==> src/rtl/cltok_pkg.sv <==
`timescale 1ns / 1ps
// ----------------------------------------------------------------------------
// Command line tokenizer package
// Shared types, codes and command name tables for the tokenizer block.
// ----------------------------------------------------------------------------
package cltok_pkg;

  localparam logic [2:0] PH_VERB = 3'd0;
  localparam logic [2:0] PH_GAP  = 3'd1;
  localparam logic [2:0] PH_QKEY = 3'd2;
  localparam logic [2:0] PH_BARE = 3'd3;
  localparam logic [2:0] PH_WGAP = 3'd4;
  localparam logic [2:0] PH_WVAL = 3'd5;
  localparam logic [2:0] PH_DONE = 3'd6;

  localparam logic [1:0] KIND_KEY   = 2'd0;
  localparam logic [1:0] KIND_VALUE = 2'd1;
  localparam logic [1:0] KIND_END   = 2'd2;

  localparam logic [2:0] CODE_UNKNOWN = 3'd0;
  localparam logic [2:0] CODE_PRINT   = 3'd1;
  localparam logic [2:0] CODE_CLEAR   = 3'd2;
  localparam logic [2:0] CODE_READ    = 3'd3;
  localparam logic [2:0] CODE_WRITE   = 3'd4;
  localparam logic [2:0] CODE_FORGET  = 3'd5;

  localparam logic [7:0] CHAR_NUL   = 8'h00;
  localparam logic [7:0] CHAR_SPACE = 8'h20;
  localparam logic [7:0] CHAR_QUOTE = 8'h22;

  localparam int         NUM_VERBS   = 5;
  localparam logic [3:0] POS_MAX     = 4'd15;
  localparam logic [4:0] ALL_NAMES   = 5'b11111;

  localparam logic       REG_TOKEN_LIMIT   = 1'b0;
  localparam logic [7:0] TOKEN_LIMIT_RESET = 8'd32;

  localparam logic [7:0] VERB_NAME [0:4][0:5] = '{
    '{"P", "R", "I", "N", "T", 8'h00},
    '{"C", "L", "E", "A", "R", 8'h00},
    '{"R", "E", "A", "D", 8'h00, 8'h00},
    '{"W", "R", "I", "T", "E", 8'h00},
    '{"F", "O", "R", "G", "E", "T"}
  };

  localparam logic [3:0] VERB_LEN [0:4] = '{4'd5, 4'd5, 4'd4, 4'd5, 4'd6};

  typedef struct packed {
    logic [1:0] kind;
    logic [7:0] token_char;
    logic [2:0] command;
    logic [7:0] key_length;
    logic [7:0] value_length;
  } res_t;

  typedef struct packed {
    logic v0;
    logic v1;
    res_t r0;
    res_t r1;
  } res_pair_t;

  function automatic logic [7:0] verb_char(input int k, input logic [3:0] pos);
    logic [7:0] ch;
    ch = 8'h00;
    if (pos < 4'd6) begin
      ch = VERB_NAME[k][pos[2:0]];
    end
    return ch;
  endfunction

  function automatic logic [4:0] finish_mask(input logic [4:0] cand,
                                             input logic [3:0] pos);
    logic [4:0] m;
    for (int k = 0; k < NUM_VERBS; k++) begin
      m[k] = cand[k] & (VERB_LEN[k] == pos);
    end
    return m;
  endfunction

  function automatic logic [2:0] cmd_of(input logic [4:0] cand);
    logic [2:0] c;
    c = CODE_UNKNOWN;
    for (int k = NUM_VERBS - 1; k >= 0; k--) begin
      if (cand[k]) begin
        c = 3'(k + 1);
      end
    end
    return c;
  endfunction

endpackage

==> src/rtl/cltok_if.sv <==
`timescale 1ns / 1ps
// ----------------------------------------------------------------------------
// Tokenizer channel interfaces
// Character input channel and token result channel with valid/ready.
// ----------------------------------------------------------------------------
interface cltok_in_if;
  logic       valid;
  logic       ready;
  logic [7:0] char_code;
  logic       last_char;

  modport source (output valid, char_code, last_char, input ready);
  modport sink (input valid, char_code, last_char, output ready);
endinterface

interface cltok_out_if;
  logic       valid;
  logic       ready;
  logic [1:0] kind;
  logic [7:0] token_char;
  logic [2:0] command;
  logic [7:0] key_length;
  logic [7:0] value_length;

  modport source (output valid, kind, token_char, command, key_length, value_length,
                  input ready);
  modport sink (input valid, kind, token_char, command, key_length, value_length,
                output ready);
endinterface

==> src/rtl/cltok_cfg.sv <==
`timescale 1ns / 1ps
// ----------------------------------------------------------------------------
// Tokenizer configuration registers
// APB-style register file holding the token length limit.
// ----------------------------------------------------------------------------
module cltok_cfg (
  input  logic        clk,
  input  logic        rst,
  input  logic        psel,
  input  logic        penable,
  input  logic        pwrite,
  input  logic [2:0]  paddr,
  input  logic [31:0] pwdata,
  output logic [31:0] prdata,
  output logic        pready,
  output logic [7:0]  token_limit
);

  logic wr_en;

  assign pready = 1'b1;
  assign wr_en  = psel && penable && pwrite && (paddr[2] == cltok_pkg::REG_TOKEN_LIMIT);

  always_ff @(posedge clk) begin
    if (rst) begin
      token_limit <= cltok_pkg::TOKEN_LIMIT_RESET;
    end else if (wr_en) begin
      token_limit <= pwdata[7:0];
    end
  end

  always_comb begin
    prdata = 32'd0;
    if (paddr[2] == cltok_pkg::REG_TOKEN_LIMIT) begin
      prdata = {24'd0, token_limit};
    end
  end

endmodule

==> src/rtl/cltok_parse.sv <==
`timescale 1ns / 1ps
// ----------------------------------------------------------------------------
// Tokenizer parser
// Input register and phase machine that matches the command and pulls tokens.
// ----------------------------------------------------------------------------
module cltok_parse (
  input  logic                 clk,
  input  logic                 rst,
  cltok_in_if.sink             char_in,
  input  logic [7:0]           token_limit,
  input  logic                 space_ok,
  output cltok_pkg::res_pair_t push
);

  logic       s_valid;
  logic [7:0] s_char;
  logic       s_last;
  logic       adv;

  logic [2:0] phase, phase_next;
  logic [4:0] cand, cand_next;
  logic [3:0] pos, pos_next;
  logic [7:0] key_count, key_count_next;
  logic [7:0] value_count, value_count_next;
  logic       line_ended, line_ended_next;

  logic       ch_v;
  logic [1:0] ch_kind;
  logic       fin;
  logic [2:0] cmd_cur;
  logic [2:0] fin_cmd;
  logic [7:0] fin_key;
  logic [7:0] fin_value;
  cltok_pkg::res_t ch_res, fin_res;

  assign adv           = s_valid && space_ok;
  assign char_in.ready = !s_valid || space_ok;

  always_ff @(posedge clk) begin
    if (rst) begin
      s_valid <= 1'b0;
    end else if (char_in.valid && char_in.ready) begin
      s_valid <= 1'b1;
    end else if (adv) begin
      s_valid <= 1'b0;
    end
  end

  always_ff @(posedge clk) begin
    if (char_in.valid && char_in.ready) begin
      s_char <= char_in.char_code;
      s_last <= char_in.last_char;
    end
  end

  always_comb begin
    phase_next       = phase;
    cand_next        = cand;
    pos_next         = pos;
    key_count_next   = key_count;
    value_count_next = value_count;
    line_ended_next  = line_ended;
    ch_v             = 1'b0;
    ch_kind          = cltok_pkg::KIND_KEY;
    fin              = 1'b0;
    fin_cmd          = cltok_pkg::CODE_UNKNOWN;
    fin_key          = 8'd0;
    fin_value        = 8'd0;
    cmd_cur          = cltok_pkg::cmd_of(cand);

    if (line_ended) begin
      if (s_last) begin
        line_ended_next = 1'b0;
      end
    end else begin
      if (s_char != cltok_pkg::CHAR_NUL) begin
        case (phase)
          cltok_pkg::PH_VERB: begin
            if (s_char == cltok_pkg::CHAR_SPACE) begin
              cand_next  = cltok_pkg::finish_mask(cand, pos);
              phase_next = (cltok_pkg::cmd_of(cand_next) >= cltok_pkg::CODE_READ) ?
                           cltok_pkg::PH_GAP : cltok_pkg::PH_DONE;
            end else begin
              for (int k = 0; k < cltok_pkg::NUM_VERBS; k++) begin
                if (cltok_pkg::verb_char(k, pos) != s_char) begin
                  cand_next[k] = 1'b0;
                end
              end
              if (pos < cltok_pkg::POS_MAX) begin
                pos_next = pos + 4'd1;
              end
            end
          end
          cltok_pkg::PH_GAP: begin
            if (s_char != cltok_pkg::CHAR_SPACE) begin
              if (cmd_cur == cltok_pkg::CODE_WRITE) begin
                phase_next = (s_char == cltok_pkg::CHAR_QUOTE) ?
                             cltok_pkg::PH_QKEY : cltok_pkg::PH_DONE;
              end else if (cmd_cur == cltok_pkg::CODE_READ &&
                           s_char == cltok_pkg::CHAR_QUOTE) begin
                phase_next = cltok_pkg::PH_QKEY;
              end else if (key_count < token_limit) begin
                phase_next     = cltok_pkg::PH_BARE;
                ch_v           = 1'b1;
                key_count_next = key_count + 8'd1;
              end else begin
                phase_next = cltok_pkg::PH_DONE;
              end
            end
          end
          cltok_pkg::PH_QKEY: begin
            if (s_char == cltok_pkg::CHAR_QUOTE) begin
              phase_next = (cmd_cur == cltok_pkg::CODE_WRITE) ?
                           cltok_pkg::PH_WGAP : cltok_pkg::PH_DONE;
            end else if (key_count < token_limit) begin
              ch_v           = 1'b1;
              key_count_next = key_count + 8'd1;
            end else begin
              phase_next = (cmd_cur == cltok_pkg::CODE_WRITE &&
                            s_char == cltok_pkg::CHAR_SPACE) ?
                           cltok_pkg::PH_WGAP : cltok_pkg::PH_DONE;
            end
          end
          cltok_pkg::PH_BARE: begin
            if (s_char == cltok_pkg::CHAR_SPACE) begin
              phase_next = cltok_pkg::PH_DONE;
            end else if (key_count < token_limit) begin
              ch_v           = 1'b1;
              key_count_next = key_count + 8'd1;
            end else begin
              phase_next = cltok_pkg::PH_DONE;
            end
          end
          cltok_pkg::PH_WGAP: begin
            if (s_char != cltok_pkg::CHAR_SPACE) begin
              phase_next = (s_char == cltok_pkg::CHAR_QUOTE) ?
                           cltok_pkg::PH_WVAL : cltok_pkg::PH_DONE;
            end
          end
          cltok_pkg::PH_WVAL: begin
            if (s_char == cltok_pkg::CHAR_QUOTE) begin
              phase_next = cltok_pkg::PH_DONE;
            end else if (value_count < token_limit) begin
              ch_v             = 1'b1;
              ch_kind          = cltok_pkg::KIND_VALUE;
              value_count_next = value_count + 8'd1;
            end else begin
              phase_next = cltok_pkg::PH_DONE;
            end
          end
          default: begin
            phase_next = cltok_pkg::PH_DONE;
          end
        endcase
      end

      if (s_char == cltok_pkg::CHAR_NUL || s_last) begin
        fin = 1'b1;
        if (phase_next == cltok_pkg::PH_VERB) begin
          cand_next = cltok_pkg::finish_mask(cand_next, pos_next);
        end
        fin_cmd          = cltok_pkg::cmd_of(cand_next);
        fin_key          = key_count_next;
        fin_value        = value_count_next;
        phase_next       = cltok_pkg::PH_VERB;
        cand_next        = cltok_pkg::ALL_NAMES;
        pos_next         = 4'd0;
        key_count_next   = 8'd0;
        value_count_next = 8'd0;
        if (s_char == cltok_pkg::CHAR_NUL && !s_last) begin
          line_ended_next = 1'b1;
        end
      end
    end
  end

  always_comb begin
    ch_res.kind          = ch_kind;
    ch_res.token_char    = s_char;
    ch_res.command       = cltok_pkg::CODE_UNKNOWN;
    ch_res.key_length    = 8'd0;
    ch_res.value_length  = 8'd0;
    fin_res.kind         = cltok_pkg::KIND_END;
    fin_res.token_char   = 8'd0;
    fin_res.command      = fin_cmd;
    fin_res.key_length   = fin_key;
    fin_res.value_length = fin_value;

    push.v0 = adv && (ch_v || fin);
    push.v1 = adv && ch_v && fin;
    push.r0 = ch_v ? ch_res : fin_res;
    push.r1 = fin_res;
  end

  always_ff @(posedge clk) begin
    if (rst) begin
      phase       <= cltok_pkg::PH_VERB;
      cand        <= cltok_pkg::ALL_NAMES;
      pos         <= 4'd0;
      key_count   <= 8'd0;
      value_count <= 8'd0;
      line_ended  <= 1'b0;
    end else if (adv) begin
      phase       <= phase_next;
      cand        <= cand_next;
      pos         <= pos_next;
      key_count   <= key_count_next;
      value_count <= value_count_next;
      line_ended  <= line_ended_next;
    end
  end

  a_phase_range: assert property (@(posedge clk) disable iff (rst)
    phase <= cltok_pkg::PH_DONE)
    else $error("parser phase out of range");

  a_ended_clear: assert property (@(posedge clk) disable iff (rst)
    line_ended |-> (phase == cltok_pkg::PH_VERB && key_count == 8'd0 &&
                    value_count == 8'd0 && pos == 4'd0))
    else $error("line state not cleared while skipping to line end");

  a_key_cap: assert property (@(posedge clk) disable iff (rst)
    (adv && ch_v && ch_kind == cltok_pkg::KIND_KEY) |-> (key_count < token_limit))
    else $error("key character taken beyond the token limit");

endmodule

==> src/rtl/cltok_outq.sv <==
`timescale 1ns / 1ps
// ----------------------------------------------------------------------------
// Tokenizer result queue
// Four-entry queue that takes up to two result words per cycle.
// ----------------------------------------------------------------------------
module cltok_outq (
  input  logic                 clk,
  input  logic                 rst,
  input  cltok_pkg::res_pair_t push,
  output logic                 space_ok,
  cltok_out_if.source          token_out
);

  cltok_pkg::res_t mem [0:3];
  logic [1:0] wptr;
  logic [1:0] rptr;
  logic [2:0] count, count_next;
  logic       pop;
  cltok_pkg::res_t head;

  assign pop      = token_out.valid && token_out.ready;
  assign space_ok = (count <= 3'd2);
  assign head     = mem[rptr];

  assign token_out.valid        = (count != 3'd0);
  assign token_out.kind         = head.kind;
  assign token_out.token_char   = head.token_char;
  assign token_out.command      = head.command;
  assign token_out.key_length   = head.key_length;
  assign token_out.value_length = head.value_length;

  assign count_next = count + {2'd0, push.v0} + {2'd0, push.v1} - {2'd0, pop};

  always_ff @(posedge clk) begin
    if (push.v0) begin
      mem[wptr] <= push.r0;
    end
    if (push.v1) begin
      mem[wptr + 2'd1] <= push.r1;
    end
  end

  always_ff @(posedge clk) begin
    if (rst) begin
      wptr  <= 2'd0;
      rptr  <= 2'd0;
      count <= 3'd0;
    end else begin
      wptr  <= wptr + {1'b0, push.v0} + {1'b0, push.v1};
      rptr  <= rptr + {1'b0, pop};
      count <= count_next;
    end
  end

  a_count_max: assert property (@(posedge clk) disable iff (rst)
    count <= 3'd4)
    else $error("result queue count beyond depth");

  a_pair_order: assert property (@(posedge clk) disable iff (rst)
    push.v1 |-> push.v0)
    else $error("second result word pushed without the first");

  a_no_overflow: assert property (@(posedge clk) disable iff (rst)
    push.v0 |-> (count <= 3'd2))
    else $error("result word pushed without room for a pair");

endmodule

==> src/rtl/command_line_tokenizer_core.sv <==
`timescale 1ns / 1ps
// ----------------------------------------------------------------------------
// Command line tokenizer core
// Matches the command word of a line and streams out key and value tokens.
// ----------------------------------------------------------------------------
//  channel    | dir | handshake     | word
//  char_in    | in  | valid/ready   | char_code[7:0], last_char
//  token_out  | out | valid/ready   | kind, token_char, command, key_length,
//             |     |               | value_length
//  apb        | in  | psel/penable  | token_limit at byte address 0
//
// One character word is taken per cycle while the result queue has room.
// It is registered on input; its result words go through the result queue.
// A key or value character that also ends the line yields two result words;
// the four-word queue drains at one word per cycle while token_out is ready.
// The parser stalls while the result queue holds more than two words.
// Synchronous reset clears the line state and sets token_limit to 32.
// ----------------------------------------------------------------------------
module command_line_tokenizer_core (
  input  logic        clk,
  input  logic        rst,
  cltok_in_if.sink    char_in,
  cltok_out_if.source token_out,
  input  logic        psel,
  input  logic        penable,
  input  logic        pwrite,
  input  logic [2:0]  paddr,
  input  logic [31:0] pwdata,
  output logic [31:0] prdata,
  output logic        pready
);

  logic [7:0]           token_limit;
  logic                 space_ok;
  cltok_pkg::res_pair_t push;

  cltok_cfg u_cfg (
    .clk         (clk),
    .rst         (rst),
    .psel        (psel),
    .penable     (penable),
    .pwrite      (pwrite),
    .paddr       (paddr),
    .pwdata      (pwdata),
    .prdata      (prdata),
    .pready      (pready),
    .token_limit (token_limit)
  );

  cltok_parse u_parse (
    .clk         (clk),
    .rst         (rst),
    .char_in     (char_in),
    .token_limit (token_limit),
    .space_ok    (space_ok),
    .push        (push)
  );

  cltok_outq u_outq (
    .clk       (clk),
    .rst       (rst),
    .push      (push),
    .space_ok  (space_ok),
    .token_out (token_out)
  );

endmodule

==> src/flat_wrapper.sv <==
// flat-port wrapper written by rule: the top's interface ports become plain ports
module command_line_tokenizer_core_flat 
  (clk, rst, psel, penable, pwrite, paddr, pwdata, prdata, pready, char_in_valid, char_in_char_code, char_in_last_char, char_in_ready, token_out_valid, token_out_kind, token_out_token_char, token_out_command, token_out_key_length, token_out_value_length, token_out_ready);
  cltok_in_if char_in_i ();
  cltok_out_if token_out_i ();
  input  logic clk;
  input  logic rst;
  input  logic psel;
  input  logic penable;
  input  logic pwrite;
  input  logic [2:0] paddr;
  input  logic [31:0] pwdata;
  output logic [31:0] prdata;
  output logic pready;
  input wire logic [$bits(char_in_i.valid)-1:0] char_in_valid;
  input wire logic [$bits(char_in_i.char_code)-1:0] char_in_char_code;
  input wire logic [$bits(char_in_i.last_char)-1:0] char_in_last_char;
  output wire logic [$bits(char_in_i.ready)-1:0] char_in_ready;
  output wire logic [$bits(token_out_i.valid)-1:0] token_out_valid;
  output wire logic [$bits(token_out_i.kind)-1:0] token_out_kind;
  output wire logic [$bits(token_out_i.token_char)-1:0] token_out_token_char;
  output wire logic [$bits(token_out_i.command)-1:0] token_out_command;
  output wire logic [$bits(token_out_i.key_length)-1:0] token_out_key_length;
  output wire logic [$bits(token_out_i.value_length)-1:0] token_out_value_length;
  input wire logic [$bits(token_out_i.ready)-1:0] token_out_ready;
  assign char_in_i.valid = char_in_valid;
  assign char_in_i.char_code = char_in_char_code;
  assign char_in_i.last_char = char_in_last_char;
  assign char_in_ready = char_in_i.ready;
  assign token_out_valid = token_out_i.valid;
  assign token_out_kind = token_out_i.kind;
  assign token_out_token_char = token_out_i.token_char;
  assign token_out_command = token_out_i.command;
  assign token_out_key_length = token_out_i.key_length;
  assign token_out_value_length = token_out_i.value_length;
  assign token_out_i.ready = token_out_ready;
  command_line_tokenizer_core u_core (.clk(clk), .rst(rst), .char_in(char_in_i), .token_out(token_out_i), .psel(psel), .penable(penable), .pwrite(pwrite), .paddr(paddr), .pwdata(pwdata), .prdata(prdata), .pready(pready));
endmodule
==> config.mk <==
export PLATFORM = sky130hd
export DESIGN_NAME = command_line_tokenizer_core_flat
export DESIGN_NICKNAME = d
export VERILOG_FILES = /design/src/rtl/cltok_pkg.sv /design/src/rtl/cltok_if.sv /design/src/rtl/cltok_cfg.sv /design/src/rtl/cltok_parse.sv /design/src/rtl/cltok_outq.sv /design/src/rtl/command_line_tokenizer_core.sv /design/src/flat_wrapper.sv
export SDC_FILE = /design/constraint.sdc
export NUM_CORES = 1
export LEC_CHECK = 0
export BUFFER_PORTS_ARGS = -buffer_cell sky130_fd_sc_hd__buf_2
export CORE_MARGIN = 2
export CORE_UTILIZATION = 40
export DETAILED_ROUTE_END_ITERATION = 16
export GPL_ROUTABILITY_DRIVEN = 1
export PLACE_DENSITY = 0.59
export SLEW_MARGIN = 10
export SYNTH_ARGS = -nofsm -noshare
export SYNTH_HDL_FRONTEND = slang
export SYNTH_SLANG_ARGS = --single-unit
export TNS_END_PERCENT = 5
==> constraint.sdc <==
create_clock -name clk -period 8.3 [get_ports clk]
set_input_delay 0.415 -clock clk [delete_from_list [all_inputs] [get_ports clk]]
set_output_delay 0.415 -clock clk [all_outputs]
set_load 0.02 [all_outputs]
==> results.ini <==
[outcome]
status=complete, no violations

[logic_synthesis]
syn_area_per_cell_um2=9.799
synthArstFlopShare=0
synth_top_cells_by_area=edfxtp_1 26%, dfxtp_1 18%, mux4_2 6.7%, nor2_1 5.7%, ha_1 3.6%
netlist_area_um2=9721
synth_top_cell_by_area=edfxtp_1
yosys_register_bits=170
synthFlopType=edfxtp_1
yosysWarnings=0
synth_top_area_frac=0.2626
yosysSeqAreaShare=0.4376
ys_types=81
synth_edf_count=85
syn_inst=992

[timing]
finalHoldViolCount=0
tns_ns=0
finalCritPeriodShare=0.5149
clock.fmax_mhz=234.0
rsz0062_at_grt=no
relSlewSlack=0.2627
slew_viol_final=0
layout_setup_ws_ns=4.026
layout_min_cycle_time_ns=4.274
tightest_slew_ns=1.106
skew_ns=0.01461
setup_viol=0

[global_routing]
grt_max_degree=46
overflow=0
grt_pass1_wl_um=39210
antenna_found_initial=0
grt_pass1_vias=7023
grt_usage=0.1933

[die]
dieArea_um2=25560
chipWidth_um=159.9
num_rows=57
num_io_pins=115
die_h_um=159.9
initial_core_util=0.4032
core_area_um2=24110

[placement]
place_hpwl_um=16380
portBuffers=63
dpl_cell_area_um2=10130
gp_congestion=0.8628
dp_slack_ns=3.958

[drt]
routed_wl_um=24540
vias=7524
drtAntennaViolNets=0
drc=0
avgRoutedWirePerCell_um=18.20
drt_iter0_markers=663
vias_per_cell=5.582
first_pass_iters=5

[clock_tree]
ctsRootBufferMaster=clkbuf_16
clk_pin_slew_ns=0.07
cts_setup_buffers=0
cts_tree=done
ctsHoldBuffers=0
worstSkewPairLatency_ns=0.44
cts_max_level=4
clockBufferDepth=2
post_cts_resize_count=0
cts_made_buffers=17
clock-sinks=170

[power]
leakage_nw=3.696
p_sw_mw=0.7170
clock_power_share=0.357
power_frac_comb=0.195
p_per_area_nw_per_um2=207.3
p_seq_frac=0.448
internal-power_mw=1.503
switching_share=0.3230
ir_drop_mv=0.1669

[hold_path]
hp-class=input port to flop

[run]
maxCapViolations=0

[worst_setup_path]
critPathArrivalTime_ns=4.33
cp.required_ns=8.35
path_class=flop to flop
end_kind=flop
critical_path.max_fanout=31
cp-start-kind=flop

[finish]
nets=1093
antenna_cells=0
final_area_um2=10710
drive_gt1_frac=0.1543
area_growth_pct=10.14

Yosys cell counts (13+ instances only):
library cell    n
mux2i_1        32
ha_1           28
mux4_2         29
nand2b_1       13
dfxtp_1        85
clkbuf_1       50
xnor2_1        19
nor2_1        147
a211oi_1       15
edfxtp_1       85
o21ai_0        35
nand2_1        54
a21oi_1        48
inv_1          33
nand3_1        14
nor3_1         58
buf_4          26
buf_2          14
sequential cells by signal (all words and copies together), names as in the netlist, 2 cells and up:
register	cells
u_core.u_cfg.token_limit	8
u_core.u_outq.count	3
u_core.u_outq.mem	116
u_core.u_outq.rptr	2
u_core.u_outq.wptr	2
u_core.u_parse.cand	5
u_core.u_parse.key_count	8
u_core.u_parse.phase	3
u_core.u_parse.pos	4
u_core.u_parse.s_char	8
u_core.u_parse.value_count	8
per-layer routing:
layer / part of all wire / global-route usage / up-vias / routed length [um]
li1: - / - / 3632 / -
met1: 0.48 / 0.2834 / 3621 / 11730
met3: 0.057 / 0.03143 / 15 / 1410
met2: 0.46 / 0.2999 / 256 / 11180
met5: 0 / 0 / - / 0
met4: 0.0088 / 0.04668 / 0 / 217
logic make-up (layout without fill, tap and decap cells):
family	Yosys count	in the layout	share of synthesized area
other cells	2	25	0.0007726
xor+xnor	28	28	0.02523
simple gates	382	382	0.1980
compound gates	188	188	0.1316
fa+ha+maj	31	31	0.04222
mux	62	62	0.1013
buf+inv	129	138	0.06333
flops	170	170	0.4376
worst paths after layout:
kind              cells past startpoint                                  start                                     to  slack (ns)
hold reg to reg                       2  u_core.u_outq.mem[0][28]$_SDFFE_PP1P_  u_core.u_outq.mem[0][28]$_SDFFE_PP1P_        0.45
setup reg to reg                      8     u_core.u_parse.s_char[1]$_DFFE_PP_      u_core.u_outq.mem[3][4]$_DFFE_PP_        4.03
hold / removal                        1                   char_in_char_code[7]     u_core.u_parse.s_char[7]$_DFFE_PP_        0.16
setup / recovery                      8     u_core.u_parse.s_char[1]$_DFFE_PP_      u_core.u_outq.mem[3][4]$_DFFE_PP_        4.03
power groups by stage:
stage          clock network (mW)  registers (mW)  logic, mW
2_1_floorplan                   0           0.950      0.381
3_3_place_gp                    0            1.01      0.427
3_5_place_dp                    0            1.01      0.434
4_1_cts                     0.802           0.996      0.434
5_1_grt                     0.835            1.00      0.467
6_report                    0.794           0.994      0.432
placed cells by master (no fill, tap or decap), types with 7 or more instances in the layout:
cell type	instances
nor2_1	147
edfxtp_1	85
dfxtp_1	84
buf_2	63
nor3_1	58
nand2_1	54
a21oi_1	48
o21ai_0	35
inv_1	33
mux2i_1	32
mux4_2	29
ha_1	28
conb_1	25
xnor2_1	19
clkbuf_16	17
a211oi_1	14
nand3_1	14
nand2b_1	13
nand4_1	12
nor2b_1	11
buf_4	10
a31oi_1	9
xor2_1	9
and3_1	8
a22oi_1	8
and2_1	8
a21o_1	8
inv_8	8
nand3b_1	7
or3_1	7
through the flow:
step,cells,total power [mW],hold WS [ns],util
floorplan,1015,1.331,0.4183,-
global placement,1316,1.441,0.4353,0.4202
detailed placement,1316,1.448,0.4398,0.4202
CTS,1348,2.233,0.1409,0.4442
global route,1348,2.307,0.1398,0.4442
finish,1348,2.220,0.1563,0.4442
critical path, cell delays in order, from the launching register on:
cell	delay, ns
edfxtp_1	0.91
inv_1	0.29
o2111ai_1	0.31
a31oi_1	0.15
nor3b_1	0.27
o21ai_2	0.10
buf_4	0.28
nor3_2	0.67
nand2b_1	0.89
layout make-up:
type,instances,area [um^2]
fill,2379,13400
multi-input combinational,716,4955
sequential,170,4255
clock buffer,18,429.2
tap,324,405.4
timing repair buffer,73,390.4
clock inverter,14,147.6
inverter,33,123.9
Note: power is estimated with default switching activity, not from simulation.
